`config.mk`:
```
export PLATFORM = sky130hd
export DESIGN_NAME = text_line_screen_writer_unit_flat
export DESIGN_NICKNAME = d
export VERILOG_FILES = /design/src/hw/rtl/tlsw_pkg.sv /design/src/hw/rtl/tlsw_if.sv /design/src/hw/rtl/tlsw_front.sv /design/src/hw/rtl/tlsw_back.sv /design/src/hw/rtl/text_line_screen_writer_unit.sv /design/src/flat_wrapper.sv
export SDC_FILE = /design/constraint.sdc
export NUM_CORES = 1
export LEC_CHECK = 0
export BUFFER_PORTS_ARGS = -buffer_cell sky130_fd_sc_hd__buf_2
export CAP_MARGIN = 20
export CORE_ASPECT_RATIO = 1.2
export CORE_MARGIN = 2
export CORE_UTILIZATION = 35
export CTS_BUF_LIST = sky130_fd_sc_hd__clkbuf_4 sky130_fd_sc_hd__clkbuf_8
export CTS_CLUSTER_SIZE = 8
export DETAILED_ROUTE_END_ITERATION = 10
export GPL_TIMING_DRIVEN = 0
export PLACE_DENSITY = 0.59
export SYNTH_ARGS = -nofsm -noshare
export SYNTH_HDL_FRONTEND = slang
export SYNTH_SLANG_ARGS = --single-unit
export TNS_END_PERCENT = 10
```
`constraint.sdc`:
```
create_clock -name clk -period 6 [get_ports clk]
set_input_delay 1.2 -clock clk [delete_from_list [all_inputs] [get_ports clk]]
set_output_delay 1.2 -clock clk [all_outputs]
set_load 0.005 [all_outputs]
```
`src/hw/rtl/tlsw_pkg.sv`:
```
// Package for the text line screen writer: screen geometry, field widths,
// character codes and the command type passed from the front to the back end.
// No dependencies.
package tlsw_pkg;

  localparam int SCREEN_ROWS = 24;
  localparam int SCREEN_COLS = 40;

  localparam int ADDR_W = 14;
  localparam int DATA_W = 8;
  localparam int COL_W  = $clog2(SCREEN_COLS + 1);
  localparam int IDX_W  = (SCREEN_COLS > 1) ? $clog2(SCREEN_COLS) : 1;
  localparam int ROW_W  = (SCREEN_ROWS > 1) ? $clog2(SCREEN_ROWS) : 1;

  localparam logic [COL_W-1:0]  COLS_COUNT = COL_W'(SCREEN_COLS);
  localparam logic [IDX_W-1:0]  LAST_IDX   = IDX_W'(SCREEN_COLS - 1);
  localparam logic [ROW_W-1:0]  LAST_ROW   = ROW_W'(SCREEN_ROWS - 1);
  localparam logic [ADDR_W-1:0] ROW_STRIDE = ADDR_W'(SCREEN_COLS);

  localparam logic [DATA_W-1:0] NEWLINE_CODE = 8'h0A;
  localparam logic [DATA_W-1:0] SPACE_CODE   = 8'h20;
  localparam logic [ADDR_W-1:0] BASE_RESET   = 14'd6144;

  localparam logic KIND_END = 1'b1;

  localparam logic [1:0] CMD_CHAR    = 2'd0;
  localparam logic [1:0] CMD_NEWLINE = 2'd1;
  localparam logic [1:0] CMD_END     = 2'd2;

  typedef struct packed {
    logic [1:0]        op;
    logic [DATA_W-1:0] code;
  } cmd_t;

endpackage

```
`src/hw/rtl/tlsw_if.sv`:
```
// Channel interfaces of the text line screen writer: input items, video
// memory writes and the configuration write channel. Depends on tlsw_pkg.
interface tlsw_in_if;
  logic                      valid;
  logic                      ready;
  logic                      kind;
  logic [tlsw_pkg::DATA_W-1:0] char_code;
  modport source(output valid, kind, char_code, input ready);
  modport sink(input valid, kind, char_code, output ready);
endinterface

interface tlsw_out_if;
  logic                      valid;
  logic                      ready;
  logic [tlsw_pkg::ADDR_W-1:0] vram_address;
  logic [tlsw_pkg::DATA_W-1:0] vram_data;
  logic                      last_of_row;
  modport source(output valid, vram_address, vram_data, last_of_row, input ready);
  modport sink(input valid, vram_address, vram_data, last_of_row, output ready);
endinterface

interface tlsw_cfg_if;
  logic                      valid;
  logic                      ready;
  logic [tlsw_pkg::ADDR_W-1:0] data;
  modport source(output valid, data, input ready);
  modport sink(input valid, data, output ready);
endinterface

```
`src/hw/rtl/tlsw_front.sv`:
```
// Front end: accepts input transactions, classifies them into commands and
// holds them in a two-entry queue for the back end. Depends on tlsw_pkg, tlsw_if.
module tlsw_front (
  input  logic           clk,
  input  logic           rst_n,
  tlsw_in_if.sink        in_chan,
  output logic           cmd_valid,
  input  logic           cmd_ready,
  output tlsw_pkg::cmd_t cmd
);
  import tlsw_pkg::*;

  localparam logic [1:0] QUEUE_DEPTH = 2'd2;

  cmd_t       q_r [2];
  logic       head_r, head_nxt;
  logic [1:0] count_r, count_nxt;
  logic       push, pop, tail;
  cmd_t       new_cmd;

  always_comb begin
    new_cmd.code = in_chan.char_code;
    if (in_chan.kind == KIND_END) begin
      new_cmd.op = CMD_END;
    end else if (in_chan.char_code == NEWLINE_CODE) begin
      new_cmd.op = CMD_NEWLINE;
    end else begin
      new_cmd.op = CMD_CHAR;
    end
  end

  assign in_chan.ready = (count_r != QUEUE_DEPTH);
  assign push          = in_chan.valid && in_chan.ready;
  assign cmd_valid     = (count_r != 2'd0);
  assign cmd           = q_r[head_r];
  assign pop           = cmd_valid && cmd_ready;
  assign tail          = head_r ^ count_r[0];

  always_comb begin
    head_nxt  = pop ? ~head_r : head_r;
    count_nxt = count_r + {1'b0, push} - {1'b0, pop};
  end

  always_ff @(posedge clk) begin
    if (!rst_n) begin
      head_r  <= 1'b0;
      count_r <= 2'd0;
    end else begin
      head_r  <= head_nxt;
      count_r <= count_nxt;
    end
  end

  always_ff @(posedge clk) begin
    if (push) begin
      q_r[tail] <= new_cmd;
    end
  end

endmodule

```
`src/hw/rtl/tlsw_back.sv`:
```
// Back end: keeps the line buffer, column and row, carries out commands and
// drains a row through a read stage and an output register. Depends on tlsw_pkg, tlsw_if.
module tlsw_back (
  input  logic           clk,
  input  logic           rst_n,
  input  logic           cmd_valid,
  output logic           cmd_ready,
  input  tlsw_pkg::cmd_t cmd,
  tlsw_cfg_if.sink       cfg_chan,
  tlsw_out_if.source     out_chan
);
  import tlsw_pkg::*;

  localparam logic ST_IDLE  = 1'b0;
  localparam logic ST_DRAIN = 1'b1;

  logic [DATA_W-1:0] line_mem [SCREEN_COLS];
  logic [SCREEN_COLS-1:0] filled_r, filled_nxt;

  logic              state_r, state_nxt;
  logic              newline_r, newline_nxt;
  logic [IDX_W-1:0]  idx_r, idx_nxt;
  logic [COL_W-1:0]  col_r, col_nxt;
  logic [ROW_W-1:0]  row_r, row_nxt;
  logic [ADDR_W-1:0] row_addr_r, row_addr_nxt;
  logic [ADDR_W-1:0] base_r;

  logic              s1_valid_r, s1_valid_nxt;
  logic              s1_filled_r;
  logic              s1_last_r;
  logic [ADDR_W-1:0] s1_addr_r;
  logic [DATA_W-1:0] rd_data_r;

  logic              out_valid_r, out_valid_nxt;
  logic [ADDR_W-1:0] out_addr_r;
  logic [DATA_W-1:0] out_data_r;
  logic              out_last_r;

  logic             out_free, s1_free, s1_move;
  logic             mem_we, issue, clear_row;
  logic [IDX_W-1:0] col_idx;

  assign col_idx   = col_r[IDX_W-1:0];
  assign cmd_ready = (state_r == ST_IDLE);
  assign out_free  = !out_valid_r || out_chan.ready;
  assign s1_free   = !s1_valid_r || out_free;
  assign s1_move   = s1_valid_r && out_free;

  always_comb begin
    state_nxt    = state_r;
    newline_nxt  = newline_r;
    idx_nxt      = idx_r;
    col_nxt      = col_r;
    row_nxt      = row_r;
    row_addr_nxt = row_addr_r;
    mem_we       = 1'b0;
    issue        = 1'b0;
    clear_row    = 1'b0;
    case (state_r)
      ST_IDLE: begin
        if (cmd_valid) begin
          case (cmd.op)
            CMD_CHAR: begin
              // Characters past the last column are dropped.
              if (col_r < COLS_COUNT) begin
                mem_we  = 1'b1;
                col_nxt = col_r + COL_W'(1);
              end
            end
            CMD_NEWLINE: begin
              state_nxt   = ST_DRAIN;
              newline_nxt = 1'b1;
              idx_nxt     = '0;
            end
            CMD_END: begin
              if (col_r != '0) begin
                state_nxt   = ST_DRAIN;
                newline_nxt = 1'b0;
                idx_nxt     = '0;
              end
            end
            default: ;
          endcase
        end
      end
      ST_DRAIN: begin
        if (s1_free) begin
          issue = 1'b1;
          if (idx_r == LAST_IDX) begin
            state_nxt = ST_IDLE;
            // The last read is issued at this edge, so the row may be cleared now.
            if (newline_r) begin
              clear_row = 1'b1;
              col_nxt   = '0;
              if (row_r == LAST_ROW) begin
                row_nxt      = '0;
                row_addr_nxt = '0;
              end else begin
                row_nxt      = row_r + ROW_W'(1);
                row_addr_nxt = row_addr_r + ROW_STRIDE;
              end
            end
          end else begin
            idx_nxt = idx_r + IDX_W'(1);
          end
        end
      end
      default: state_nxt = ST_IDLE;
    endcase
  end

  always_comb begin
    filled_nxt = filled_r;
    if (clear_row) begin
      filled_nxt = '0;
    end else if (mem_we) begin
      filled_nxt[col_idx] = 1'b1;
    end
  end

  always_comb begin
    if (issue) begin
      s1_valid_nxt = 1'b1;
    end else if (s1_move) begin
      s1_valid_nxt = 1'b0;
    end else begin
      s1_valid_nxt = s1_valid_r;
    end
    if (s1_move) begin
      out_valid_nxt = 1'b1;
    end else if (out_chan.ready) begin
      out_valid_nxt = 1'b0;
    end else begin
      out_valid_nxt = out_valid_r;
    end
  end

  assign cfg_chan.ready = 1'b1;

  always_ff @(posedge clk) begin
    if (!rst_n) begin
      state_r     <= ST_IDLE;
      newline_r   <= 1'b0;
      idx_r       <= '0;
      col_r       <= '0;
      row_r       <= '0;
      row_addr_r  <= '0;
      filled_r    <= '0;
      base_r      <= BASE_RESET;
      s1_valid_r  <= 1'b0;
      out_valid_r <= 1'b0;
    end else begin
      state_r     <= state_nxt;
      newline_r   <= newline_nxt;
      idx_r       <= idx_nxt;
      col_r       <= col_nxt;
      row_r       <= row_nxt;
      row_addr_r  <= row_addr_nxt;
      filled_r    <= filled_nxt;
      s1_valid_r  <= s1_valid_nxt;
      out_valid_r <= out_valid_nxt;
      if (cfg_chan.valid) begin
        base_r <= cfg_chan.data;
      end
    end
  end

  always_ff @(posedge clk) begin
    if (mem_we) begin
      line_mem[col_idx] <= cmd.code;
    end
    if (issue) begin
      rd_data_r <= line_mem[idx_r];
    end
  end

  // Read stage: cells never written since the last clear read as spaces.
  always_ff @(posedge clk) begin
    if (issue) begin
      s1_filled_r <= filled_r[idx_r];
      s1_last_r   <= (idx_r == LAST_IDX);
      s1_addr_r   <= base_r + row_addr_r + ADDR_W'(idx_r);
    end
    if (s1_move) begin
      out_addr_r <= s1_addr_r;
      out_data_r <= s1_filled_r ? rd_data_r : SPACE_CODE;
      out_last_r <= s1_last_r;
    end
  end

  assign out_chan.valid        = out_valid_r;
  assign out_chan.vram_address = out_addr_r;
  assign out_chan.vram_data    = out_data_r;
  assign out_chan.last_of_row  = out_last_r;

endmodule

```
`src/hw/rtl/text_line_screen_writer_unit.sv`:
```
// Top level of the text line screen writer: front end, command queue and
// back end joined together. Depends on tlsw_pkg, tlsw_if, tlsw_front, tlsw_back.
//
// Ordinary characters are taken one per cycle and stored in a 40-entry line
// buffer; characters beyond the last column are dropped. A newline, or an end
// item while the row holds at least one character, writes the whole row out as
// 40 video memory writes at name table base + row * 40 + column (modulo 2^14),
// at most one per cycle from the single read port of the line buffer, with
// last_of_row set on the final one. While a row drains, the two-entry command
// queue still takes up to two further items; after that input waits until the
// drain ends. A newline then moves to the next row (wrapping after row 23) and
// refills the buffer with spaces at once. The name table base must be written
// over the always-ready cfg channel only while the block is idle (unchecked).
module text_line_screen_writer_unit (
  input  logic       clk,
  input  logic       rst_n,
  tlsw_in_if.sink    in_chan,
  tlsw_out_if.source out_chan,
  tlsw_cfg_if.sink   cfg_chan
);
  import tlsw_pkg::*;

  logic cmd_valid;
  logic cmd_ready;
  cmd_t cmd;

  tlsw_front u_front (
    .clk       (clk),
    .rst_n     (rst_n),
    .in_chan   (in_chan),
    .cmd_valid (cmd_valid),
    .cmd_ready (cmd_ready),
    .cmd       (cmd)
  );

  tlsw_back u_back (
    .clk       (clk),
    .rst_n     (rst_n),
    .cmd_valid (cmd_valid),
    .cmd_ready (cmd_ready),
    .cmd       (cmd),
    .cfg_chan  (cfg_chan),
    .out_chan  (out_chan)
  );

endmodule
```
`src/flat_wrapper.sv`:
```
// flat-port wrapper written by rule: the top's interface ports become plain ports
module text_line_screen_writer_unit_flat import tlsw_pkg::*;
  (clk, rst_n, in_chan_valid, in_chan_kind, in_chan_char_code, in_chan_ready, out_chan_valid, out_chan_vram_address, out_chan_vram_data, out_chan_last_of_row, out_chan_ready, cfg_chan_valid, cfg_chan_data, cfg_chan_ready);
  tlsw_in_if in_chan_i ();
  tlsw_out_if out_chan_i ();
  tlsw_cfg_if cfg_chan_i ();
  input  logic clk;
  input  logic rst_n;
  input wire logic [$bits(in_chan_i.valid)-1:0] in_chan_valid;
  input wire logic [$bits(in_chan_i.kind)-1:0] in_chan_kind;
  input wire logic [$bits(in_chan_i.char_code)-1:0] in_chan_char_code;
  output wire logic [$bits(in_chan_i.ready)-1:0] in_chan_ready;
  output wire logic [$bits(out_chan_i.valid)-1:0] out_chan_valid;
  output wire logic [$bits(out_chan_i.vram_address)-1:0] out_chan_vram_address;
  output wire logic [$bits(out_chan_i.vram_data)-1:0] out_chan_vram_data;
  output wire logic [$bits(out_chan_i.last_of_row)-1:0] out_chan_last_of_row;
  input wire logic [$bits(out_chan_i.ready)-1:0] out_chan_ready;
  input wire logic [$bits(cfg_chan_i.valid)-1:0] cfg_chan_valid;
  input wire logic [$bits(cfg_chan_i.data)-1:0] cfg_chan_data;
  output wire logic [$bits(cfg_chan_i.ready)-1:0] cfg_chan_ready;
  assign in_chan_i.valid = in_chan_valid;
  assign in_chan_i.kind = in_chan_kind;
  assign in_chan_i.char_code = in_chan_char_code;
  assign in_chan_ready = in_chan_i.ready;
  assign out_chan_valid = out_chan_i.valid;
  assign out_chan_vram_address = out_chan_i.vram_address;
  assign out_chan_vram_data = out_chan_i.vram_data;
  assign out_chan_last_of_row = out_chan_i.last_of_row;
  assign out_chan_i.ready = out_chan_ready;
  assign cfg_chan_i.valid = cfg_chan_valid;
  assign cfg_chan_i.data = cfg_chan_data;
  assign cfg_chan_ready = cfg_chan_i.ready;
  text_line_screen_writer_unit u_core (.clk(clk), .rst_n(rst_n), .in_chan(in_chan_i), .out_chan(out_chan_i), .cfg_chan(cfg_chan_i));
endmodule
```
==> results.yml, run 1 <==
placement:
  hpwl_um: 30800
  gp_congestion: 0.830
  io_buffers: 50
logic_synthesis:
  syn_area_per_cell_um2: 15.5
  ys_ff_latch: 477
  syn_inst: 1265
  synth_warnings: 0
  synth_area_leaders: "edfxtp_1, dfxtp_1, mux2i_1"
  synth_edf_count: 387
  yosys.area.top_type: "edfxtp_1"
  synth-main-ff-cell: "edfxtp_1"
  synth-seq-area-share_pct: 68.6
  ys_types: 63
  syn-num-nets: 1329
  synth_top_area_share_pct: 59.4
  ys_async_sr_fraction_pct: 0
  netlist_area_um2: 19600
setup_path:
  crit_required_ns: 6.22
  path_delay_family: "simple AND/OR/NAND/NOR gates"
  worstSetupStartpointType: "register"
  slowest_stage: "nor2_1"
  critPathMaxFanout: 10
  crit_path_cell_trace: "clkbuf_1 > mux2i_1 > ha_1 > and3b_1 > clkbuf_1 > nand3_1 > nor2_1"
  max_stage_delay_ns: 0.93
  critical_path_class: "register to register"
  cpMostUsedCell: "clkbuf_1"
  end_kind: "register"
  arrival_ns: 3.76
  crit_buf_inv: 2
detailed_routing:
  post_drt_wl_per_cell_um: 21.5
  ant_nets: 0
  drc: 0
  vias: 11100
  wirelength_um: 46600
  drt_iter0_drc: 735
  viasPerCell: 5.13
  dr.pass1.iters: 5
clock_network:
  clock_latency_ns: 0.62
  clock_path_buffers: 3
  postCtsHoldBufs: 0
  cts_setup_buffers: 0
  htree_num_levels: 3
  cts_tree: "yes"
  cts_made_buffers: 74
  clk_pin_slew_ns: 0.06
  cts_resized: 0
  cts_sinks: 477
  clockRootBuffer: "clkbuf_8"
final_layout:
  fillerInstances: 5090
  multi_input_area_um2: 5640
  area.growth.synth_to_final_pct: 13.4
  seq_area_um2: 13400
  nNetsFinal: 1461
  final_layout_size_suffix_gt1_share_pct: 17.2
power_and_ir_drop:
  power.density_nw_per_um2: 361
  p_total_mw: 8.03
  combPwrFrac_pct: 16.3
  intPower_mw: 5.89
  cellLeakagePower_nw: 7.37
  p_clk_share_pct: 32.7
  switchingPower_mw: 2.13
  swShare_pct: 26.6
  ir_drop_mv: 0.145
  p_seq_share_pct: 51.0
timing:
  finalSetupViolCount: 0
  setup_tns_ns: 0
  finalHoldViolations: 0
  finClkSkew_ns: 0.0232
  hold_ws_ns: 0.418
  relSlewSlack_pct: 25.8
  slew_viol_final: 0
  fmaxAchievable_mhz: 282
  min_period_ns: 3.54
  rsz0062_at_grt: "false"
  fin_crit_sh_pct: 59.0
  worst_slew_pin_slew_ns: 1.11
floorplanning:
  ios: 54
  chipWidth_um: 220
  rows: 94
  die_h_um: 263
  coreArea_um2: 55000
  die_area_um2: 57900
  initial_core_util_pct: 35.6
grt:
  grtUsageTotal_pct: 16.1
  grt_pass1_vias: 11500
  gr-total-overflow: 0
  grt_start_max_net_pins: 41
  grt_pass1_wl_um: 69200
  antenna_found_initial: 1
run:
  drv_cap: 0
status:
  outcome: "complete, no violations"
hold_path:
  hold_class: "register to register"
-- through the flow --
step	area, µm²	setup slack [ns]	util [%]	std cells
finish	22200	2.46	40.3	2167
global route	22200	2.20	40.3	2165
CTS	22200	2.42	40.3	2161
detailed placement	20800	2.45	37.7	2038
global placement	20700	2.45	37.7	2035
floorplan	19600	3.29	-	1265
-- power groups by stage --
stage | clock network, mW | registers, mW | logic (mW)
6_report | 2.62 | 4.09 | 1.31
5_1_grt | 2.80 | 4.10 | 1.42
4_1_cts | 2.69 | 4.09 | 1.33
3_5_place_dp | 0 | 4.16 | 1.33
3_3_place_gp | 0 | 4.16 | 1.29
2_1_floorplan | 0 | 4.14 | 0.852
-- worst reg2reg max path, cell delays in order (launching register included) --
cell and delay [ns]:
dfxtp_1 0.30, clkbuf_1 0.47, mux2i_1 0.50, ha_1 0.27
and3b_1 0.17, clkbuf_1 0.20, nand3_1 0.30, nor2_1 0.94
-- cell usage in the layout, fill, tap and decap left out, drive strengths merged, types with 6 or more instances in the layout --
cell type  netlist  layout
nand2b           8       8
a221oi          17      17
edfxtp         387     387
and2            19      19
o21a            38      38
mux4            26      26
clkinv           1       8
xnor2           21      21
mux2             8       8
clkbuf          28     142
ha              32      32
nor2b           23      23
nand3           15      15
nor3             7       7
a22oi           34      34
nor2            87      87
and3             6       6
dfxtp           90      90
o21ai           18      18
a21oi           31      31
o41ai            8       8
buf             38      94
a22o            16      16
mux2i          155     155
inv             23      23
nand2           60      60
o22ai            9       9
-- synth_stat cells (all sizes together) (3+ instances only) --
cell    number
a22o        16
a31oi        5
nor2b       23
nor4         4
mux2         8
o21ai       18
buf         38
a22oi       34
nor2        87
o211ai       4
edfxtp     387
o21a        38
clkbuf      28
nand3b       5
and2        19
a21oi       31
o31a         3
nor3         7
o22ai        9
o41ai        8
a21boi       3
mux2i      155
and3         6
xnor2       21
mux4        26
a221oi      17
nand2       60
dfxtp       90
nand3       15
xor2         5
ha          32
nand2b       8
a21o         3
fa           4
inv         23
-- logic make-up (layout without fill, tap and decap cells) --
kind of cell    count (synthesis)  in the layout  share of synthesized area [%]
buf+inv                        90            269                           2.67
xor+xnor                       26             26                           1.16
fa+ha+maj                      36             36                           2.45
compound gates                199            199                           7.59
other cells                     1              4                         0.0192
flops                         477            477                           68.6
simple gates                  247            247                           6.03
mux                           189            189                           11.5
-- path summary, 6_finish.rpt --
kind | to | from | depth (start not counted) | slack, ns
worst max-delay path | u_core.u_back.line_mem[31][3]$_DFFE_PP_ | register | 7 | 2.46
worst min-delay path | u_core.u_back.out_chan.vram_address[10]$_DFFE_PP_ | u_core.u_back.s1_addr_r[10]$_DFFE_PP_ | 0 | 0.42
worst max register to register | u_core.u_back.line_mem[31][3]$_DFFE_PP_ | register | 7 | 2.46
worst min register to register | u_core.u_back.out_chan.vram_address[10]$_DFFE_PP_ | u_core.u_back.s1_addr_r[10]$_DFFE_PP_ | 0 | 0.42
-- state kept, by name, indices dropped and copies added (netlist names), 2 cells and up, named ones only --
| name | cells |
|---|---|
| u_core.u_back.idx_r | 6 |
| u_core.u_back.rd_data_r | 8 |
| u_core.u_front.q_r | 20 |
| u_core.u_back.line_mem | 320 |
| u_core.u_back.row_r | 5 |
| u_core.u_back.base_r | 14 |
| u_core.u_back.row_addr_r | 11 |
| u_core.u_back.col_idx | 6 |
| u_core.u_back.filled_r | 40 |
| u_core.u_front.count_r | 2 |
| u_core.u_back.out_chan.vram_data | 8 |
| u_core.u_back.out_chan.vram_address | 14 |
| u_core.u_back.s1_addr_r | 14 |
-- metal layers --
metal	vias to the layer above	part of all wire, %	global-route usage (%)
met3	103	4.4	2.36
met1	5608	41	19.4
met4	0	4.0	7.91
met5	-	0	0
met2	286	50	27.9
li1	5116	-	-
-- layout make-up --
cell class,instances,area share [%]
Sequential cell,477,60.4
Multi-Input combinational cell,698,25.4
Clock buffer,114,6.11
Tap cell,720,4.06
Buffer,66,1.95
Timing Repair Buffer,56,1.43
Inverter,24,0.406
Clock inverter,9,0.197
Antenna cell,3,0.0338
No activity file was read; power rests on OpenSTA's default activity.
==> inputs of run 2 (changes only) <==
Settings changed: ABC_AREA set to 1, PLACE_DENSITY 0.59 to 0.61.
Clock period 6 ns to 3 ns, I/O delays scaled along.
==> results.yml, run 2 <==
power_and_ir_drop:
  swShare_pct: 30.9
  p_clk_share_pct: 33.0
  cellLeakagePower_nw: 8.72
  p_seq_share_pct: 46.5
  power.density_nw_per_um2: 774
  intPower_mw: 12.3
  ir_drop_mv: 0.386
  switchingPower_mw: 5.50
  combPwrFrac_pct: 20.5
final_layout:
  largest_reg_flops: 320
  reg_top3: "u_core.u_back.line_mem (320), u_core.u_back.filled_r (40), u_core.u_front.q_r (20)"
  fillerInstances: 5556
  largest_register: "u_core.u_back.line_mem"
  final_common_cell: "nand2_1"
  utilization_pct: 40.3
  nNetsFinal: 2058
  layout_common_cells: "nand2_1, edfxtp_1, nand3_1"
  area.growth.synth_to_final_pct: 14.5
  final_layout_size_suffix_gt1_share_pct: 15.8
logic_synthesis:
  syn_inst: 1860
  synth_area_leaders: "edfxtp_1, dfxtp_1, nand2_1"
  syn-num-nets: 1924
  syn_area_per_cell_um2: 10.8
  ys_types: 43
  synthTopCellsByCount: "nand2_1, edfxtp_1, nand3_1"
  synth_warnings: 0
  synth_top_area_share_pct: 58.0
  synth-main-ff-cell: "edfxtp_1"
  synth-seq-area-share_pct: 66.9
  ys_ff_latch: 477
  yosysMostFrequentCell: "nand2_1"
  ys_async_sr_fraction_pct: 0
  netlist_area_um2: 20100
  synth_edf_count: 387
  yosys.area.top_type: "edfxtp_1"
clock_network:
  cts_setup_buffers: 0
  clock_path_buffers: 3
  htree_num_levels: 3
  cts_sinks: 477
  clock_latency_ns: 0.66
  cts_made_buffers: 79
  clockRootBuffer: "clkbuf_8"
  postCtsHoldBufs: 0
  cts_tree: "yes"
  clk_pin_slew_ns: 0.06
detailed_routing:
  drc: 0
  ant_nets: 0
  viasPerCell: 5.05
  dr.pass1.iters: 7
  vias: 14100
  post_drt_wl_per_cell_um: 19.6
  wirelength_um: 54700
  drt_iter0_drc: 1051
grt:
  antenna_found_initial: 1
  gr-total-overflow: 0
  grt_pass1_wl_um: 82200
  grt_pass1_vias: 14000
  grt_start_max_net_pins: 41
  grtUsageTotal_pct: 18.5
placement:
  dp_slack_ns: -0.0758
  hpwl_um: 37100
  io_buffers: 52
  gp_congestion: 0.968
hold_path:
  hold_depth: 1
  hold_class: "input port to register"
  hold_end: "u_core.u_front.q_r[0][2]$_DFFE_PP_"
  hp-start: "in_chan_char_code[2]"
floorplanning:
  coreArea_um2: 56900
  die_h_um: 266
  chipWidth_um: 222
  die_area_um2: 59200
  ios: 54
  initial_core_util_pct: 35.2
  rows: 96
timing:
  hold_ws_ns: 0.149
  min_period_ns: 2.74
  relSlewSlack_pct: 28.8
  worst_slew_pin_slew_ns: 1.07
  finalSetupViolCount: 0
  setup_ws_ns: 0.259
  fmaxAchievable_mhz: 365
  rsz0062_at_grt: "true"
  fin_crit_sh_pct: 91.4
  finalHoldViolations: 0
  finClkSkew_ns: 0.0250
  slew_viol_final: 0
setup_path:
  worstSetupStartpointType: "register"
  critPathMaxFanout: 10
  crit_buf_inv: 2
  worstReg2RegEnd: "u_core.u_back.line_mem[5][2]$_DFFE_PP_"
  crit_required_ns: 3.28
  path_delay_family: "simple AND/OR/NAND/NOR gates"
  crit_path_cell_trace: "clkbuf_2 > o21ai_0 > ha_1 > nand4_2 > inv_4 > nand2_2 > nor2_2"
  worstRegToRegCells: 7
  r2r_setup_slack_ns: 0.26
  max_stage_delay_ns: 0.56
  slowest_stage: "nor2_2"
  arrival_ns: 3.02
  end_kind: "register"
  critical_path_class: "register to register"
run:
  drv_cap: 0
status:
  outcome: "complete, no violations"
==> run 2: cell types whose count changed in the layout (fill, tap and decap cells not counted), sizes merged, moves of 19 or more <==
cell,delta
nand2,+414
nand3,+263
mux2i,-155
nor2,+111
inv,+77
o21ai,+60
o21a,-37
a22oi,-34
buf,+30
mux4,-26
nor2b,-23
and2,-19
==> run 2: per-layer routing <==
layer | vias to the layer above | track usage [%] | wire length (µm)
li1 | 6692 | - | -
met5 | - | 0 | 0
met2 | 525 | 32.8 | 27500
met1 | 6765 | 21.8 | 21500
met3 | 122 | 2.98 | 3530
met4 | 0 | 9.11 | 2230
==> run 2: layout make-up <==
type | instances | area, µm² | share of cell area (%)
sequential | 477 | 13400 | 58.4
multi-input combinational | 1192 | 5820 | 25.3
clock buffer | 129 | 1530 | 6.64
tap | 735 | 920 | 4.00
buffer | 91 | 523 | 2.28
inverter | 100 | 380 | 1.66
timing repair buffer | 53 | 275 | 1.20
clock inverter | 15 | 97.6 | 0.425
antenna | 1 | 2.50 | 0.0109
==> run 2: what timing repair did <==
action / 4_1_cts / 5_1_grt
cloned: 0 / 0
endpoints found under the setup margin: 171 / 263
gates resized for setup: 17 / 18
==> run 2: kinds of logic (layout without fill, tap and decap cells) <==
kind of cell / after synthesis / after routing / synth area share [%]
other cells: 1 / 2 / 0.0187
xor+xnor: 16 / 16 / 0.699
mux: 8 / 8 / 0.449
fa+ha+maj: 36 / 36 / 2.40
simple gates: 983 / 983 / 20.9
flops: 477 / 477 / 66.9
compound gates: 148 / 148 / 4.10
buf+inv: 191 / 388 / 4.50
==> run 2: worst max path at each step <==
stage	start	to	slack [ns]	depth (start not counted)
global route	register	u_core.u_back.line_mem[4][5]$_DFFE_PP_	-0.01	7
detailed placement	register	u_core.u_back.line_mem[4][0]$_DFFE_PP_	-0.08	8
global placement	register	u_core.u_back.line_mem[13][5]$_DFFE_PP_	-0.02	8
floorplan	register	u_core.u_back.line_mem[25][0]$_DFFE_PP_	0.76	8
finish	register	u_core.u_back.line_mem[5][2]$_DFFE_PP_	0.26	7
CTS	register	u_core.u_back.line_mem[34][4]$_DFFE_PP_	-0.06	8
==> run 2: metrics by stage <==
stage | cells | TNS [ns] | area [µm²] | power, mW
floorplan | 1860 | 0 | 20100 | 10.5
global route | 2793 | -0.0830 | 23000 | 18.5
finish | 2793 | 0 | 23000 | 17.8
CTS | 2792 | -1.89 | 22900 | 17.9
detailed placement | 2648 | -4.10 | 21200 | 12.0
global placement | 2647 | -0.147 | 21200 | 11.9
==> run 2: power groups by stage <==
stage          clock [mW]  sequential, mW  combinational, mW
5_1_grt              6.25            8.29               3.97
4_1_cts              5.97            8.26               3.62
6_report             5.86            8.26               3.64
3_3_place_gp            0            8.39               3.50
3_5_place_dp            0            8.40               3.59
2_1_floorplan           0            8.34               2.13
